===== config.mk =====
export PLATFORM = sky130hd
export DESIGN_NAME = mi3_div_stage
export DESIGN_NICKNAME = d
export VERILOG_FILES = /design/src/design/mi3_pkg.sv /design/src/design/mi3_div_stage.sv
export SDC_FILE = /design/constraint.sdc
export NUM_CORES = 2
export LEC_CHECK = 0
export ABC_AREA = 1
export BUFFER_PORTS_ARGS = -buffer_cell sky130_fd_sc_hd__buf_2
export CAP_MARGIN = 20
export CORE_AREA = 2 2 646 648
export CTS_CLUSTER_SIZE = 10
export DETAILED_ROUTE_END_ITERATION = 7
export DIE_AREA = 0 0 648 650
export SETUP_SLACK_MARGIN = 0.02
export SYNTH_ARGS = -nofsm -noshare
export SYNTH_HDL_FRONTEND = slang
export SYNTH_SLANG_ARGS = --single-unit

===== constraint.sdc =====
create_clock -name clk -period 0.8 [get_ports clk]
set_input_delay 0.08 -clock clk [delete_from_list [all_inputs] [get_ports clk]]
set_output_delay 0.08 -clock clk [all_outputs]
set_load 0.03 [all_outputs]

===== src/design/mi3_pkg.sv =====
// Package: widths, pipeline depth and stage types for the 3x3 inverse block.
package mi3_pkg;

    // Element and result formats
    localparam int ELEM_W = 16;
    localparam int ELEM_F = 12;
    localparam int OUT_W  = 32;
    localparam int OUT_F  = 16;

    // Exact intermediate widths
    localparam int PROD_W = 2 * ELEM_W;
    localparam int COF_W  = PROD_W + 1;
    localparam int MAG_W  = COF_W - 1;
    localparam int DP_W   = COF_W + ELEM_W;
    localparam int DET_W  = 3 * ELEM_W + 2;
    localparam int DEN_W  = DET_W - 1;

    // Division layout: quotient bits kept, numerator scale and width
    localparam int Q_W    = OUT_W + 1;
    localparam int NUM_SH = ELEM_F + OUT_F;
    localparam int N_W    = MAG_W + NUM_SH + 1;
    localparam int HI_W   = N_W - Q_W;

    // Determinant conversion shift
    localparam int DET_SH = 3 * ELEM_F - OUT_F;
    localparam int DETR_W = DEN_W - DET_SH + 1;

    localparam int NUM_ENT  = 9;
    localparam int FRONT_STAGES = 5;
    localparam int DIV_STAGES   = Q_W;

    typedef struct packed {
        logic [DEN_W-1:0] rem;
        logic [Q_W-1:0]   nq;
        logic             neg;
        logic             sat;
    } lane_t;

    typedef struct packed {
        logic [DEN_W-1:0]         den;
        lane_t [NUM_ENT-1:0]      lane;
        logic [OUT_W-1:0]         det_out;
        logic                     singular;
    } stage_t;

endpackage


===== src/design/mi3_div_stage.sv =====
// One restoring division step for all nine entries, registered.
module mi3_div_stage (
    input  logic            clk,
    input  logic            rst_n,
    input  logic            en,
    input  logic            in_v,
    input  mi3_pkg::stage_t in_st,
    output logic            out_v,
    output mi3_pkg::stage_t out_st
);

    mi3_pkg::stage_t st_next;
    mi3_pkg::stage_t st_reg;
    logic            v_reg;

    // Shift in one numerator bit, subtract where the divisor fits
    always_comb
    begin
        logic [mi3_pkg::DEN_W:0] rs;
        logic [mi3_pkg::DEN_W:0] df;
        st_next = in_st;
        for (int i = 0; i < mi3_pkg::NUM_ENT; i++)
        begin
            rs = {in_st.lane[i].rem, in_st.lane[i].nq[mi3_pkg::Q_W-1]};
            df = rs - {1'b0, in_st.den};
            if (!df[mi3_pkg::DEN_W])
            begin
                st_next.lane[i].rem = df[mi3_pkg::DEN_W-1:0];
            end
            else
            begin
                st_next.lane[i].rem = rs[mi3_pkg::DEN_W-1:0];
            end
            st_next.lane[i].nq = {in_st.lane[i].nq[mi3_pkg::Q_W-2:0], ~df[mi3_pkg::DEN_W]};
        end
    end

    always_ff @(posedge clk or negedge rst_n)
    begin
        if (!rst_n)
        begin
            v_reg <= 1'b0;
        end
        else if (en)
        begin
            v_reg <= in_v;
        end
    end

    always_ff @(posedge clk)
    begin
        if (en)
        begin
            st_reg <= st_next;
        end
    end

    assign out_v  = v_reg;
    assign out_st = st_reg;

endmodule


==> impl_metrics.toml <==
[layout]
drive_gt1_frac = 0.380
nets = 17500
area_growth_pct = 92.0
fill_cells = 43800

[synthesis]
synth.distinct_cells = 38
yosys_register_bits = 839
synthesis.nets = 11900
synth_sequential_area_ratio = 0.354
synth_top_area_frac = 0.354
netlist_area_um2 = 71200
netlist_instances = 10600
synth.largest_area_cell = "edfxtp_1"
yosysWarnings = 0
synth_area_leaders = "edfxtp_1, nand2_1, inv_1, ha_1, nand3_1"
avgSynthCellArea_um2 = 6.69

[routing]
wl_um = 573000
antenna_left = 0
drt-pass1-iter-count = 8
drc_errors = 0
viasPerCell = 4.28
drt_iter0_drc = 7806
wire_per_inst_um = 26.2
route.vias.total = 93600

[status]
violations = "negative hold slack, negative setup slack"
status = "complete, but fails checks"

[placed_design]
dp_worst_setup_slack_ns = -2.22
place_hpwl_um = 472000
io_buffers = 1680
place.gp.congestion = 1.01

[critical_path]
cp-start-kind = "register"
cp.arrival_ns = 1.76
crit_type = "reg -> out"
crit_chain = "buf_6"
crit_family = "flip-flops"
worstPathRequired_ns = 0.72
cpMaxStageDelayCell = "edfxtp_1"
critPathMaxFanout = 1
cp_num_buf_inv = 1
cpPeakStageDelay_ns = 0.69
end_kind = "output port"

[power_and_ir_drop]
powerDensity_nw_per_um2 = 1570
peakVddDrop_mv = 1.72
p_leak_uw = 0.0701
finalPower_uw = 214000

[cts]
htree_levels = 3
cts_root_buffer = "clkbuf_16"
clock_path_buffers = 4
cts.sinks = 839
path_clk_slew_ns = 0.06
cts_tree = "yes"
numCtsBuffers = 113
insertion_delay_ns = 0.83

[global_routing]
antenna_found_initial = 192
grt_pass1_vias = 90600
grt_pass1_wl_um = 743000
track_usage = 0.259
grt_max_degree = 40
grt_overflow = 0

[timing]
worst_pin_slew_ns = 1.00
rsz0062_at_grt = "true"
setup_ws_ns = -1.04
max_slew_margin = 0.331
period_minus_slack_ns = 1.84
fmax_mhz = 543
drv_slew = 0
worst_hold_slack_ns = -0.481
finalCritPeriodShare = 2.30
hold_viol_final = 113
setup_viol = 2143
finClkSkew_ns = 0

[floorplanning]
die_h_um = 650
core_area_um2 = 415000
die-area_um2 = 421000
die_x_um = 648
ios = 1681
rows = 237
initial_core_util = 0.172

[worst_hold_path]
min-delay-path-class = "in -> reg"

[flow_run]
max-cap-violations = 0
==> path summary, 6_finish.rpt <==
check	startpoint	endpoint	slack, ns	depth (start not counted)
max	out_st[368]	out_st[368]	-1.04	1
min	in_st[655]	out_st[656]	-0.48	3
max reg2reg	out_v	out_v	0.04	1
min reg2reg	out_v	out_v	0.53	1
max in group asynchronous	rst_n	out_v	0.37	3
min in group asynchronous	rst_n	out_v	0.25	3
==> routing by layer <==
metal | routed length (um) | vias to the layer above | global-route usage
li1 | - | 44300 | -
met1 | 202000 | 43800 | 0.274
met2 | 267000 | 4071 | 0.436
met3 | 37500 | 1336 | 0.0471
met4 | 65200 | 66 | 0.239
met5 | 448 | - | 0
==> logic make-up (layout without fill, tap and decap cells) <==
group / after synthesis / after routing / synth area share
other: 0 / 134 / 0
AND/OR/NAND/NOR: 6567 / 6567 / 0.385
flip-flops: 839 / 839 / 0.354
AO/OA/AOI/OAI: 433 / 433 / 0.0351
adder cells (fa/ha/maj): 450 / 450 / 0.0801
multiplexers: 1 / 1 / 0.000158
XOR/XNOR: 207 / 207 / 0.0255
buffers and inverters: 2140 / 7723 / 0.121
==> through the flow <==
step	cells	area, um^2	util	hold slack (ns)	TNS (ns)
finish	21900	137000	0.329	-0.481	-1558.16
global route	21800	137000	0.329	-0.505	-1589.39
CTS	21600	133000	0.320	-0.567	-1611.29
detailed placement	20100	108000	0.260	-0.0865	-1175.57
global placement	20100	108000	0.260	-0.0873	-1168.72
floorplan	10600	71200	-	-0.216	-511.43
==> cells in the mapped netlist, drive strengths merged <==
cell type and count:
a21boi 6, xor2 198, a21o 8, inv 2002
nor3 115, and2 14, dfrtp 1, nor2 769
ha 441, nand3 794, o21bai 84, nand3b 54
xnor2 9, buf 135, o21a 24, clkinv 3
fa 9, mux2 1, a21oi 275, nand4 122
edfxtp 838, o21ai 36, or2 14, nor4 6
nand2 4679
==> where the power goes <==
part,switching [uW],total (uW),internal [uW]
clock,21700,48900,27200
sequential,3690,58900,55200
combinational,61900,106000,44500
total,87200,214000,127000
==> final cells by class <==
type | count | area (um^2) | share of cell area
timing repair buffer | 5542 | 48400 | 0.354
multi-input combinational | 7658 | 44700 | 0.327
sequential | 839 | 25200 | 0.184
inverter | 2005 | 7790 | 0.0570
tap | 5497 | 6880 | 0.0503
clock buffer | 136 | 2960 | 0.0216
clock inverter | 40 | 372 | 0.00272
antenna | 134 | 335 | 0.00245
==> repair_timing <==
item	CTS	global route
setup buffers	217	58
endpoints found under the hold margin	1547	196
pin swaps	429	213
resized for setup	1533	615
endpoints found under the setup margin	1289	2138
hold buffers	1098	101
gates cloned	61	6
==> layout by cell type (no fill, tap or decap), types with 18 or more instances in the layout <==
cell,instances
a21oi_2,60
buf_16,54
nand4_1,122
dlygate4sd3_1,1133
nor2_2,116
o21a_1,23
a21oi_1,198
buf_6,179
nor3_1,89
nand2_2,537
inv_4,27
nand2_1,4004
buf_4,2279
inv_2,83
diode_2,134
xor2_1,188
edfxtp_1,838
inv_1,1869
clkbuf_16,120
nand3_2,210
nand2_4,120
ha_1,210
buf_8,35
nand3_1,546
nand3_4,38
clkbuf_1,21
buf_2,1434
nand3b_1,54
buf_12,409
nor2_4,62
o21ai_0,33
ha_4,221
o21bai_1,84
nor2_1,591
nand2_8,18
==> state kept, by name, indices dropped and copies added (netlist names) <==
signal,flops
out_st,838
out_v,1
Note: power is estimated with default switching activity, not from simulation.
